[config.mk]
export PLATFORM = sky130hd
export DESIGN_NAME = vector_norm_unit
export DESIGN_NICKNAME = d
export VERILOG_FILES = /design/src/sv/vnu_pkg.sv /design/src/sv/vnu_front.sv /design/src/sv/vnu_queue.sv /design/src/sv/vnu_back.sv /design/src/sv/vector_norm_unit.sv
export SDC_FILE = /design/constraint.sdc
export NUM_CORES = 1
export LEC_CHECK = 0
export BUFFER_PORTS_ARGS = -buffer_cell sky130_fd_sc_hd__buf_2
export CAP_MARGIN = 25
export CORE_MARGIN = 3
export CORE_UTILIZATION = 35
export DETAILED_ROUTE_END_ITERATION = 7
export HOLD_SLACK_MARGIN = 0.1
export PLACE_DENSITY_LB_ADDON = 0.12
export SLEW_MARGIN = 5
export SYNTH_ARGS = -nofsm -noshare
export SYNTH_HDL_FRONTEND = slang
export SYNTH_SLANG_ARGS = --single-unit
[constraint.sdc]
create_clock -name clock -period 14.6 [get_ports clock]
set_input_delay 2.92 -clock clock [delete_from_list [all_inputs] [get_ports clock]]
set_output_delay 2.92 -clock clock [all_outputs]
set_load 0.005 [all_outputs]
[src/sv/vnu_pkg.sv]
package vnu_pkg;

   localparam int MAX_LEN     = 1024;
   localparam int ELEM_W      = 16;
   localparam int MAG_W       = ELEM_W + 1;
   localparam int SQ_W        = 2 * MAG_W;
   localparam int ACC_W       = 41;
   localparam int CNT_W       = $clog2(MAX_LEN + 2);
   localparam int MODE_W      = 2;
   localparam int NORM_W      = 26;
   localparam int RSP_DATA_W  = 32;
   localparam int CSR_ADDR_W  = 3;
   localparam int CSR_DATA_W  = 32;
   localparam int QUEUE_DEPTH = 2;
   localparam int QPTR_W      = $clog2(QUEUE_DEPTH);
   localparam int QCNT_W      = $clog2(QUEUE_DEPTH + 1);
   localparam int SQRT_STEPS  = (ACC_W + 1) / 2;
   localparam int STEP_W      = $clog2(SQRT_STEPS);

   localparam logic [ACC_W-1:0]  ACC_MAX     = '1;
   localparam logic [ACC_W-1:0]  NORM_MAX    = ACC_W'(33554432);
   localparam logic [ACC_W-1:0]  SQRT_BIT0   = ACC_W'(1) << (2 * (SQRT_STEPS - 1));
   localparam logic [CNT_W-1:0]  MAX_LEN_CNT = CNT_W'(MAX_LEN);
   localparam logic [STEP_W-1:0] LAST_STEP   = STEP_W'(SQRT_STEPS - 1);

   localparam logic [MODE_W-1:0] MODE_L1   = 2'd0;
   localparam logic [MODE_W-1:0] MODE_L2   = 2'd1;
   localparam logic [MODE_W-1:0] MODE_LINF = 2'd2;

   localparam logic [CSR_ADDR_W-1:0] REG_NORM_MODE = 3'd0;

   typedef struct packed {
      logic [ACC_W-1:0]  acc;
      logic [MODE_W-1:0] mode;
      logic              over;
   } job_type;

endpackage

[src/sv/vnu_front.sv]
module vnu_front import vnu_pkg::*; (
   input  logic              clock,
   input  logic              reset,
   input  logic [MODE_W-1:0] mode,
   input  logic              req_tvalid,
   output logic              req_tready,
   input  logic [ELEM_W-1:0] req_tdata,   // [15:0] element
   input  logic              req_tlast,
   input  logic              q_full,
   output logic              q_push,
   output job_type           q_job
);

   logic [ACC_W-1:0] acc_ff, acc_in, acc_upd;
   logic [CNT_W-1:0] cnt_ff, cnt_in, cnt_upd;
   logic [MAG_W-1:0] mag;
   logic [SQ_W-1:0]  sq;
   logic [ACC_W:0]   sum;
   logic [ACC_W-1:0] addend;
   logic             take;

   assign req_tready = !q_full;
   assign take       = req_tvalid && req_tready;

   assign mag = req_tdata[ELEM_W-1] ? MAG_W'({1'b1, {ELEM_W{1'b0}}} - {1'b0, req_tdata})
                                    : {1'b0, req_tdata};
   assign sq  = mag * mag;

   always_comb begin
      addend = (mode == MODE_L2) ? ACC_W'(sq) : ACC_W'(mag);
      sum    = {1'b0, acc_ff} + {1'b0, addend};
      acc_upd = acc_ff;
      if (cnt_ff < MAX_LEN_CNT) begin
         unique case (mode)
            MODE_L1, MODE_L2: acc_upd = sum[ACC_W] ? ACC_MAX : sum[ACC_W-1:0];
            MODE_LINF:        acc_upd = (ACC_W'(mag) > acc_ff) ? ACC_W'(mag) : acc_ff;
            default:          acc_upd = acc_ff;
         endcase
      end
      cnt_upd = (cnt_ff <= MAX_LEN_CNT) ? cnt_ff + 1'b1 : cnt_ff;
   end

   always_comb begin
      acc_in = acc_ff;
      cnt_in = cnt_ff;
      if (take) begin
         acc_in = req_tlast ? '0 : acc_upd;
         cnt_in = req_tlast ? '0 : cnt_upd;
      end
   end

   assign q_push    = take && req_tlast;
   assign q_job.acc  = acc_upd;
   assign q_job.mode = mode;
   assign q_job.over = cnt_upd > MAX_LEN_CNT;

   always_ff @(posedge clock) begin
      if (reset) begin
         acc_ff <= '0;
         cnt_ff <= '0;
      end else begin
         acc_ff <= acc_in;
         cnt_ff <= cnt_in;
      end
   end

endmodule

[src/sv/vnu_queue.sv]
module vnu_queue import vnu_pkg::*; (
   input  logic    clock,
   input  logic    reset,
   input  logic    push,
   input  job_type push_job,
   output logic    full,
   input  logic    pop,
   output logic    head_valid,
   output job_type head_job
);

   job_type             slot_ff [QUEUE_DEPTH];
   logic [QPTR_W-1:0]   wr_ptr_ff, wr_ptr_in, rd_ptr_ff, rd_ptr_in;
   logic [QCNT_W-1:0]   cnt_ff, cnt_in;

   assign full       = cnt_ff == QCNT_W'(QUEUE_DEPTH);
   assign head_valid = cnt_ff != '0;
   assign head_job   = slot_ff[rd_ptr_ff];

   // depth is a power of two: pointers wrap by overflow
   assign wr_ptr_in = push ? wr_ptr_ff + 1'b1 : wr_ptr_ff;
   assign rd_ptr_in = pop  ? rd_ptr_ff + 1'b1 : rd_ptr_ff;

   always_comb begin
      cnt_in = cnt_ff;
      if (push && !pop)
         cnt_in = cnt_ff + 1'b1;
      else if (pop && !push)
         cnt_in = cnt_ff - 1'b1;
   end

   always_ff @(posedge clock) begin
      if (push)
         slot_ff[wr_ptr_ff] <= push_job;
   end

   always_ff @(posedge clock) begin
      if (reset) begin
         wr_ptr_ff <= '0;
         rd_ptr_ff <= '0;
         cnt_ff    <= '0;
      end else begin
         wr_ptr_ff <= wr_ptr_in;
         rd_ptr_ff <= rd_ptr_in;
         cnt_ff    <= cnt_in;
      end
   end

endmodule

[src/sv/vnu_back.sv]
module vnu_back import vnu_pkg::*; (
   input  logic                  clock,
   input  logic                  reset,
   input  logic                  head_valid,
   input  job_type               head_job,
   output logic                  pop,
   output logic                  rsp_tvalid,
   input  logic                  rsp_tready,
   output logic [RSP_DATA_W-1:0] rsp_tdata    // [25:0] norm, [26] overflow
);

   localparam logic [1:0] ST_IDLE = 2'd0;
   localparam logic [1:0] ST_SQRT = 2'd1;
   localparam logic [1:0] ST_FIN  = 2'd2;

   logic [1:0]         state_ff, state_in;
   logic [ACC_W-1:0]   v_ff, v_in, bit_ff, bit_in;
   logic [ACC_W:0]     res_ff, res_in, trial;
   logic [STEP_W-1:0]  step_ff, step_in;
   logic               over_ff, over_in;
   logic               valid_ff, valid_in;
   logic [NORM_W-1:0]  norm_ff, norm_in;
   logic               ovf_ff, ovf_in;
   logic               out_free, load;
   logic [ACC_W-1:0]   src_norm;
   logic               src_over;

   assign out_free = !valid_ff || rsp_tready;
   assign trial    = res_ff + {1'b0, bit_ff};

   always_comb begin
      state_in = state_ff;
      v_in     = v_ff;
      res_in   = res_ff;
      bit_in   = bit_ff;
      step_in  = step_ff;
      over_in  = over_ff;
      pop      = 1'b0;
      load     = 1'b0;
      src_norm = '0;
      src_over = over_ff;
      unique case (state_ff)
         ST_IDLE: begin
            src_over = head_job.over;
            if (head_job.mode == MODE_L1 || head_job.mode == MODE_LINF)
               src_norm = head_job.acc;
            if (head_valid && head_job.mode == MODE_L2) begin
               pop      = 1'b1;
               v_in     = head_job.acc;
               res_in   = '0;
               bit_in   = SQRT_BIT0;
               step_in  = '0;
               over_in  = head_job.over;
               state_in = ST_SQRT;
            end else if (head_valid && out_free) begin
               pop  = 1'b1;
               load = 1'b1;
            end
         end
         ST_SQRT: begin
            if ({1'b0, v_ff} >= trial) begin
               v_in   = v_ff - trial[ACC_W-1:0];
               res_in = (res_ff >> 1) + {1'b0, bit_ff};
            end else begin
               res_in = res_ff >> 1;
            end
            bit_in = bit_ff >> 2;
            if (step_ff == LAST_STEP)
               state_in = ST_FIN;
            else
               step_in = step_ff + 1'b1;
         end
         ST_FIN: begin
            src_norm = res_ff[ACC_W-1:0];
            if (out_free) begin
               load     = 1'b1;
               state_in = ST_IDLE;
            end
         end
         default: state_in = ST_IDLE;
      endcase
   end

   always_comb begin
      valid_in = valid_ff;
      norm_in  = norm_ff;
      ovf_in   = ovf_ff;
      if (load) begin
         valid_in = 1'b1;
         if (src_over || src_norm > NORM_MAX) begin
            norm_in = NORM_MAX[NORM_W-1:0];
            ovf_in  = 1'b1;
         end else begin
            norm_in = src_norm[NORM_W-1:0];
            ovf_in  = 1'b0;
         end
      end else if (rsp_tready) begin
         valid_in = 1'b0;
      end
   end

   assign rsp_tvalid = valid_ff;
   assign rsp_tdata  = {{(RSP_DATA_W - NORM_W - 1){1'b0}}, ovf_ff, norm_ff};

   always_ff @(posedge clock) begin
      v_ff    <= v_in;
      res_ff  <= res_in;
      bit_ff  <= bit_in;
      step_ff <= step_in;
      over_ff <= over_in;
      norm_ff <= norm_in;
      ovf_ff  <= ovf_in;
   end

   always_ff @(posedge clock) begin
      if (reset) begin
         state_ff <= ST_IDLE;
         valid_ff <= 1'b0;
      end else begin
         state_ff <= state_in;
         valid_ff <= valid_in;
      end
   end

endmodule

[src/sv/vector_norm_unit.sv]
// Streaming vector norm, Q8.8 fixed point.
// Input stream req_*: one signed Q8.8 element per transfer, req_tlast on the
// final element of a vector. Result stream rsp_*: one transfer per vector with
// the norm (unsigned Q18.8) and an overflow flag.
// Register norm_mode at csr address 0: 0 sum of magnitudes, 1 Euclidean,
// 2 largest magnitude. Write it only between vectors.
// The front end takes one element every cycle while the queue is not full, one
// add or compare each, and hands each finished vector to a two-entry queue.
// The back end turns the queue head into a result, registered onto rsp_tvalid:
// modes 0 and 2 load it directly, the Euclidean norm first runs the 21-step
// iterative square root and its finish state. Elements keep flowing while the
// back end works until the queue is full, then req_tready drops.
// A stalled result holds in the output register; the back end waits, though
// it may still run a Euclidean vector through the square root, and the queue
// absorbs up to two more vectors.
// Reset clears the accumulator, the element count, the queue and the result
// valid, and sets norm_mode to 0. More than 1024 elements saturate the norm.
module vector_norm_unit import vnu_pkg::*; (
   input  logic                  clock,
   input  logic                  reset,
   input  logic                  req_tvalid,
   output logic                  req_tready,
   input  logic [ELEM_W-1:0]     req_tdata,    // [15:0] element
   input  logic                  req_tlast,
   output logic                  rsp_tvalid,
   input  logic                  rsp_tready,
   output logic [RSP_DATA_W-1:0] rsp_tdata,    // [25:0] norm, [26] overflow
   input  logic                  csr_psel,
   input  logic                  csr_penable,
   input  logic                  csr_pwrite,
   input  logic [CSR_ADDR_W-1:0] csr_paddr,
   input  logic [CSR_DATA_W-1:0] csr_pwdata,
   output logic [CSR_DATA_W-1:0] csr_prdata,
   output logic                  csr_pready
);

   logic [MODE_W-1:0] mode_ff, mode_in;
   logic              q_full, q_push, q_pop, q_valid;
   job_type           q_job, q_head;

   assign csr_pready = 1'b1;
   assign mode_in = (csr_psel && csr_penable && csr_pwrite && csr_pready
                     && csr_paddr[CSR_ADDR_W-1] == REG_NORM_MODE[CSR_ADDR_W-1])
                    ? csr_pwdata[MODE_W-1:0] : mode_ff;
   assign csr_prdata = (csr_paddr[CSR_ADDR_W-1] == REG_NORM_MODE[CSR_ADDR_W-1])
                       ? CSR_DATA_W'(mode_ff) : '0;

   always_ff @(posedge clock) begin
      if (reset)
         mode_ff <= MODE_L1;
      else
         mode_ff <= mode_in;
   end

   vnu_front u_front (
      .clock      (clock),
      .reset      (reset),
      .mode       (mode_ff),
      .req_tvalid (req_tvalid),
      .req_tready (req_tready),
      .req_tdata  (req_tdata),
      .req_tlast  (req_tlast),
      .q_full     (q_full),
      .q_push     (q_push),
      .q_job      (q_job)
   );

   vnu_queue u_queue (
      .clock      (clock),
      .reset      (reset),
      .push       (q_push),
      .push_job   (q_job),
      .full       (q_full),
      .pop        (q_pop),
      .head_valid (q_valid),
      .head_job   (q_head)
   );

   vnu_back u_back (
      .clock      (clock),
      .reset      (reset),
      .head_valid (q_valid),
      .head_job   (q_head),
      .pop        (q_pop),
      .rsp_tvalid (rsp_tvalid),
      .rsp_tready (rsp_tready),
      .rsp_tdata  (rsp_tdata)
   );

endmodule

After elaboration in Yosys (flattened, before gate mapping)
Memory sizes are Yosys's and may differ from the RTL's. A register that Yosys moved wholly into a read port is not among the register bits.
Cells that the tools add are included.
{ "totals": {"ff_bits": 218, "ram_bits": 88, "input_bits": 59, "out_inout_bits": 67, "word_cells": 120, "memories": 1} }
{ "mem_list": {"columns": ["name", "depth", "width", "rd", "rd_clocked_by_memory_dff", "wr", "line", "text"], "rows": [
  ["u_queue.slot_ff", 2, 44, 1, 1, 1, "vnu_queue.sv:12", "job_type slot_ff [QUEUE_DEPTH];"]
]} }
{ "classes": {"add_sub_neg": 11, "n_mul": 1, "n_lt_le_gt_ge": 6, "n_eq_ne": 13, "muxes": 43, "bitwise": 1, "reduce_logical": 29} }
{ "op_table": {"columns": ["op", "count"], "rows": [
  ["41-bit two-way mux", 8],
  ["41-bit case mux with 2 select lines", 4],
  ["41-bit by 41-bit adder with 42-bit output", 2],
  ["42-bit two-way mux", 2],
  ["42-bit case mux with 2 select lines", 1],
  ["42-bit by 41-bit adder with 42-bit output", 1],
  ["41-bit by 42-bit greater-or-equal comparator with 1-bit output", 1],
  ["17-bit by 41-bit > comparator with 1-bit output", 1],
  ["41-bit by 26-bit > comparator with 1-bit output (second input constant)", 1],
  ["41-bit subtractor", 1],
  ["17-bit by 17-bit multiplier with 34-bit output", 1],
  ["34-bit two-way mux", 1],
  ["11-bit two-way mux", 2],
  ["17-bit two-way mux", 1],
  ["17-bit by 16-bit subtractor with 17-bit output (first input constant)", 1],
  ["1-bit two-way mux", 13],
  ["2-bit two-way mux", 6],
  ["11-bit by 1-bit adder with 11-bit output (second input constant)", 1],
  ["11-bit > comparator (second input constant)", 1],
  ["11-bit <= comparator (second input constant)", 1],
  ["11-bit < comparator (second input constant)", 1],
  ["5-bit two-way mux", 2],
  ["5-bit case mux with 2 select lines", 1],
  ["1-bit logical AND", 9],
  ["19 further kinds", 41]
]} }

Logic depth before layout (Yosys ltp)
Gate-level depths: netlist of run 1.
{ "logic_depth": {"word_depth": 9, "ltp_mapped": 44, "ltp_nobuf": 39} }

Modules after synthesis
Synthesis of run 1 repeated with hierarchy kept, for this count alone.
{ "hier_totals": {"hier_cells": 3160, "area_unflattened_um2": 28616.2} }
{ "by_module_without_submodules": {"columns": ["module", "n_inst", "cells_each", "area_each_um2"], "rows": [
  ["vnu_front", 1, 1715, 13704.4],
  ["vnu_back", 1, 1242, 11160.7],
  ["vnu_queue", 1, 159, 3398.3],
  ["vector_norm_unit", 1, 44, 352.8]
]} }

Least setup slack after synthesis of run 1
Ideal clock, no wire load.
{ "synth_timing": {"path_type": "in2reg", "start": "input req_tdata[4]", "end": "register u_front.acc_ff[0]", "setup_time_ns": 0.084, "arrival_ns": 12.364, "t_required_ns": 14.516, "setup_slack_ns": 2.153, "stages": 36, "path_buffers": 3, "cell_sequence": "or4_1 nor4_1 nand2b_1 o31a_1 xnor2_1 inv_1 clkbuf_1 nand2_1 fa_1 inv_1 fa_1 fa_1 fa_1 fa_1 inv_1 fa_1 inv_1 ha_1 and3_1 nand3_1 a2111oi_0 o221ai_1 o31ai_1 nor3_1 ha_1 buf_2 nand3_1 or2_0 nand2b_1 a2111oi_4 o21bai_1 a211o_1 buf_2 and2_1 or3_1 o221ai_1"} }
{ "synth_between": {"elab_chain_len": 9, "word_cells_on_any_way": 11} }
{ "synth_rtl": {"columns": ["item", "line", "text"], "rows": [
  ["start: declaration", "vector_norm_unit.sv:23", "input logic [ELEM_W-1:0] req_tdata,"],
  ["17-bit by 16-bit subtractor with 17-bit output", "vnu_front.sv:25", "assign mag = req_tdata[ELEM_W-1] ? MAG_W'({1'b1, {ELEM_W{1'b0}}} - {1'b0, req_tdata})"],
  ["17-bit two-way mux *", "vnu_front.sv:25", null],
  ["17-bit by 17-bit multiplier with 34-bit output", "vnu_front.sv:27", "assign sq = mag * mag;"],
  ["34-bit two-way mux", "vnu_front.sv:30", "addend = (mode == MODE_L2) ? ACC_W'(sq) : ACC_W'(mag);"],
  ["41-bit by 41-bit adder with 42-bit output", "vnu_front.sv:31", "sum = {1'b0, acc_ff} + {1'b0, addend};"],
  ["41-bit two-way mux", "vnu_front.sv:35", "MODE_L1, MODE_L2: acc_upd = sum[ACC_W] ? ACC_MAX : sum[ACC_W-1:0];"],
  ["41-bit case mux with 2 select lines *", "vnu_front.sv:34", "unique case (mode)"],
  ["41-bit two-way mux *", "vnu_front.sv:33", "if (cnt_ff < MAX_LEN_CNT) begin"],
  ["41-bit two-way mux *", "vnu_front.sv:47", "acc_in = req_tlast ? '0 : acc_upd;"],
  ["end signal: assignment", "vnu_front.sv:62", "acc_ff <= acc_in;"],
  ["end: declaration", "vnu_front.sv:14", "logic [ACC_W-1:0] acc_ff, acc_in, acc_upd;"]
]} }
Mark *: on every way between the ends. The rest lies on a longest branch, timed or not.
A chain may end at the register's enable or synchronous reset.

==> results.yml, run 1 <==
outcome:
  status: "completed"
worst_setup_path:
  crit_path_start: "req_tdata[4]"
  r2r_end: "u_back.res_ff[40]"
  crit_cells: 40
  worstSetupPathType: "in -> reg"
  crit_required_ns: 15.02
  critPathArrivalTime_ns: 13.50
  path_buf_inv: 11
  cp_top_family: "adder cells"
  regToRegSetupSlack_ns: 7.91
  worstRegToRegCells: 19
  cp_slowest_cell: "or4_1"
  worstReg2RegStart: "u_back.res_ff[6]"
  end_kind: "register"
  critPathLaunchType: "input pin"
  slowest_delay_ns: 0.60
  crit_path_end: "u_front.acc_ff[1]"
  worstPathMaxFanout: 12
sta:
  rsz0062_at_grt: "no"
  clock_skew_ns: 0.0213
  min_period_over_period_pct: 89.6
  hold_violations: 0
  tightest_slew_ns: 1.03
  clock.fmax_mhz: 76.4
  timing.final.crit_period_ns: 13.09
  relSlewSlack_pct: 31.1
  setup_violations: 0
  tns_ns: 0
  finalMaxSlewViolations: 0
logic_synthesis:
  synthTopCellsByCount: "inv_1, nand2_1, nor2_1"
  synthesis.area_mm2: 0.0284
  async_reset_ff_share_pct: 0
  yosys-top-cells-area: "edfxtp_1, fa_1, ha_1"
  yosys_warnings: 0
  synth_area_leader_cell: "edfxtp_1"
  synth_ff_type: "edfxtp_1"
  postSynthAreaPerCell_um2: 9.09
  synth_top_area_share_pct: 23.8
  netlist_instances: 3127
  synth_edf_count: 225
  yosysSeqAreaShare_pct: 28.1
  synth_most_common_cell: "inv_1"
  synthDistinctLibCells: 95
  ys_ff_latch: 287
global_routing:
  grt_pass1_wl_um: 128000
  antenna_found_initial: 0
  first_global_vias: 23200
  grt_max_degree: 64
  grt_use_total_pct: 18.8
  grt_overflow: 0
job:
  drv_cap: 0
floorplan:
  coreArea_mm2: 0.0798
  boundaryPins: 126
  die_w_um: 291
  die_y_um: 291
  start_util_pct: 35.6
  row_count: 103
  dieArea_mm2: 0.0847
routing:
  vias_per_cell: 5.36
  vias: 22900
  ant_nets: 0
  drc_errors: 0
  first_iter_violations: 1442
  wl_per_cell_um: 18.9
  wirelength_um: 81000
  dr.pass1.iters: 5
clock_network:
  htreeDepth: 2
  numCtsBuffers: 35
  cts.clk_slew.worst_paths_ns: 0.06
  clock-root-buffer: "clkbuf_16"
  hold_buffers: 0
  cts_tree: "done"
  cts_setup_buffers: 0
  clock-sinks: 287
  clockBufferDepth: 3
  cts_resized: 0
  insertion_delay_ns: 0.54
cells_and_area:
  drive_gt1_share_pct: 8.05
  seq_area_mm2: 0.00800
  nNetsFinal: 3701
  syn2layout_area_growth_pct: 9.95
  antenna_cells: 0
  multiInputGateArea_mm2: 0.0186
  n_fill_cell: 8062
place:
  hpwlAfterDp_um: 63200
  gp_congestion: 0.892
  portBuffers: 57
hold_path:
  hp-class: "reg -> reg"
  hp-start: "u_queue.cnt_ff[1]"
-- tightest hold or removal path: stages, from the launching register on --
cell     delay, ns
dfxtp_1       0.32
o21ai_0       0.07
a21oi_1       0.06
-- kinds of logic after synthesis --
group,count (synthesis),synth area share [%]
compound gates,800,18.5
xor+xnor,173,5.36
fa+ha+maj,440,24.4
buf+inv,527,7.61
flops,287,28.1
mux,46,1.74
other cells,2,0.0264
simple gates,852,14.2
-- cell type report --
class / count / share of cell area, %
sequential: 287 / 25.6
inverter: 364 / 4.37
clock inverter: 18 / 0.737
tap: 1050 / 4.20
clock buffer: 45 / 2.95
multi-input combinational: 2384 / 59.5
timing repair buffer: 130 / 2.66
-- per-layer routing --
metal / up-vias / part of all wire [%] / global-route usage, %
met2: 500 / 49 / 32.5
met5: - / 0 / 0
li1: 11100 / - / -
met4: 0 / 2.7 / 5.58
met1: 11200 / 45 / 24.8
met3: 111 / 3.3 / 1.72
-- worst min path at each step --
stage / end / slack (ns) / cells after the start
2_1_floorplan: u_front.acc_ff[26] / 0.46 / 2
3_3_place_gp: u_queue.cnt_ff[1] / 0.49 / 2
3_5_place_dp: u_queue.rd_ptr_ff / 0.50 / 2
4_1_cts: u_queue.cnt_ff[1] / 0.51 / 2
5_1_grt: u_queue.cnt_ff[1] / 0.53 / 2
6_report: u_queue.cnt_ff[1] / 0.51 / 2
-- state kept, by name (all words and copies together) (netlist names), named ones only --
register / cells
u_queue.wr_ptr_ff: 1
u_back.step_ff: 5
u_back.ovf_ff: 1
u_back.norm_ff: 26
u_front.acc_ff: 41
u_front.cnt_ff: 11
u_back.res_ff: 42
u_queue.cnt_ff: 2
u_queue.rd_ptr_ff: 1
mode_ff: 2
u_back.v_ff: 41
u_queue.slot_ff: 88
u_back.state_ff: 2
u_back.over_ff: 1
u_back.bit_ff: 21
u_back.rsp_tvalid: 1
-- cells in the final DEF (no fill, tap or decap), types with 53 or more instances in the layout --
master / netlist / final
edfxtp_1: 225 / 225
a31oi_1: 66 / 66
buf_2: 22 / 57
fa_1: 192 / 192
conb_1: 2 / 73
a21o_1: 53 / 53
nor2_1: 257 / 254
xnor2_1: 78 / 77
dfxtp_1: 62 / 61
a21oi_1: 219 / 219
xor2_1: 94 / 94
nand2_1: 268 / 267
ha_1: 248 / 248
inv_1: 360 / 360
buf_4: 38 / 72
o21ai_0: 129 / 129
-- per-stage QoR --
stage | hold slack (ns) | cells | instance area, um2 | setup WS [ns] | utilization, %
6_report | 0.506 | 4278 | 31300 | 1.51 | 39.2
5_1_grt | 0.527 | 4278 | 31300 | 0.699 | 39.2
4_1_cts | 0.511 | 4277 | 31200 | 1.36 | 39.2
3_5_place_dp | 0.496 | 4214 | 30100 | 0.838 | 37.7
3_3_place_gp | 0.486 | 4214 | 30100 | 1.00 | 37.7
2_1_floorplan | 0.462 | 3198 | 28700 | 2.15 | -
Power of run 1 is left out: the tool's default activity adds up to more than one toggle a clock period on the data nets, which glitch-free logic cannot reach.
==> run 2: changes to the inputs <==
- SYNTH_HIERARCHICAL: default -> 1
==> results.yml, run 2 <==
routing:
  ant_nets: 0
  vias_per_cell: 5.36
  wirelength_um: 84200
  drc_errors: 0
  vias: 23100
  wl_per_cell_um: 19.5
  first_iter_violations: 1379
  dr.pass1.iters: 6
logic_synthesis:
  yosys-top-cells-area: "edfxtp_1, fa_1, ha_1"
  synthAdderAreaFrac_pct: 24.3
  async_reset_ff_share_pct: 0
  yosysSeqAreaShare_pct: 27.9
  synthesis.area_mm2: 0.0286
  synth_ff_type: "edfxtp_1"
  synth-simple-area-share_pct: 14.7
  synth_compound_area_share_pct: 17.8
  yosys_warnings: 6
  synthTopCellsByCount: "inv_1, nand2_1, nor2_1"
  synth-xor-area-share_pct: 4.99
  synth_most_common_cell: "inv_1"
  synth_top_area_share_pct: 23.6
  netlist_instances: 3160
  synth_top_family_by_area: "adder cells"
  synth_area_leader_cell: "edfxtp_1"
  synthMuxAreaShare_pct: 2.44
  synthDistinctLibCells: 93
  synth_edf_count: 225
  ys_ff_latch: 287
  postSynthAreaPerCell_um2: 9.06
worst_setup_path:
  crit_required_ns: 15.04
  cpMostUsedCell: "fa_1"
  cp_top_family: "compound AO/OA/AOI/OAI gates"
  slowest_delay_ns: 0.60
  critPathLaunchType: "input pin"
  critPathArrivalTime_ns: 13.79
  end_kind: "register"
  path_buf_inv: 8
  worstSetupPathType: "in -> reg"
  worstPathMaxFanout: 14
  regToRegSetupSlack_ns: 7.55
  cp_slowest_cell: "fa_1"
hold_path:
  hp-class: "reg -> reg"
cells_and_area:
  regMostFlops: "u_queue/slot_ff"
  syn2layout_area_growth_pct: 9.80
  drive_gt1_share_pct: 8.53
  antenna_cells: 0
  final_common_cell: "inv_1"
  n_fill_cell: 8059
  layout_common_cells: "inv_1, nand2_1, nor2_1"
  nNetsFinal: 3721
  top_regs: "u_queue/slot_ff: 88 flops, u_back/res_ff: 42 flops"
  largest_reg_flops: 88
place:
  gp_congestion: 0.879
  portBuffers: 57
  hpwlAfterDp_um: 66100
sta:
  relSlewSlack_pct: 32.5
  setup_violations: 0
  timing.final.crit_period_ns: 13.35
  hold-worst-slack_ns: 0.518
  clock_skew_ns: 0.0289
  tightest_slew_ns: 1.01
  rsz0062_at_grt: "no"
  clock.fmax_mhz: 74.9
  hold_violations: 0
  finalMaxSlewViolations: 0
  min_period_over_period_pct: 91.4
  tns_ns: 0
global_routing:
  grt_overflow: 0
  grt_max_degree: 90
  first_global_vias: 23300
  grt_use_total_pct: 19.6
  grt_pass1_wl_um: 132000
  antenna_found_initial: 0
floorplan:
  boundaryPins: 126
  dieArea_mm2: 0.0852
  die_w_um: 292
  die_y_um: 292
  coreArea_mm2: 0.0808
  start_util_pct: 35.4
  row_count: 104
job:
  drv_cap: 0
clock_network:
  cts_setup_buffers: 0
  clock-sinks: 287
  hold_buffers: 0
  cts_resized: 0
  cts.clk_slew.worst_paths_ns: 0.06
  htreeDepth: 2
  clock-root-buffer: "clkbuf_16"
  insertion_delay_ns: 0.55
  cts_tree: "done"
  numCtsBuffers: 36
  clockBufferDepth: 3
outcome:
  status: "completed"
run 2: changes by cell type in the layout (fill, tap and decap cells not counted), moves of 12 or more:
| cell | before | now |
|---|---|---|
| o31ai_1 | 35 | 17 |
| xor2_1 | 94 | 81 |
| o21ai_0 | 129 | 169 |
| nor2b_1 | 30 | 16 |
| nand2_1 | 267 | 291 |
| mux2_2 | 27 | 46 |
| nor2_1 | 254 | 268 |
| a21oi_1 | 219 | 191 |
| buf_4 | 72 | 60 |
run 2: through the flow:
step | utilization, % | instance area (um2) | cells | setup WS (ns)
2_1_floorplan | - | 28900 | 3228 | 1.97
3_3_place_gp | 37.3 | 30200 | 4242 | 0.806
3_5_place_dp | 37.3 | 30200 | 4243 | 0.704
4_1_cts | 38.9 | 31400 | 4308 | 1.27
5_1_grt | 38.9 | 31400 | 4309 | 0.726
6_report | 38.9 | 31400 | 4309 | 1.25
run 2: kinds of logic after synthesis:
| kind of cell | after synthesis |
|---|---|
| AND/OR/NAND/NOR | 896 |
| flip-flops | 287 |
| other | 5 |
| multiplexers | 64 |
| buffers and inverters | 529 |
| AO/OA/AOI/OAI | 776 |
| XOR/XNOR | 163 |
| adder cells (fa/ha/maj) | 440 |
run 2: area by class of cell:
class,count,area [um2],share of cell area [%]
multi-input combinational,2412,18700,59.5
sequential,287,8000,25.5
inverter,366,1380,4.38
tap,1060,1330,4.22
clock buffer,47,1010,3.23
timing repair buffer,119,776,2.47
clock inverter,18,225,0.717
run 2: metal layers:
layer  share of wire, %  wire length (um)  global-route usage (%)  vias up
met2                 49             41600                    34.6      521
met3                4.0              3330                    2.11      113
met4                3.3              2740                    6.49        0
met1                 43             36600                    24.9    11300
li1                   -                 -                       -    11100
met5                  0                 0                       0        -
run 2: path summary, 6_finish.rpt:
path	depth (start not counted)	start	to
setup reg to reg	18	u_back/res_ff[2]	u_back/v_ff[28]
hold / removal	1	u_front/acc_ff[16]	u_front/acc_ff[16]
hold reg to reg	1	u_front/acc_ff[16]	u_front/acc_ff[16]
setup / recovery	42	req_tdata[0]	u_front/acc_ff[9]
Power of run 2 is left out for the same reason.
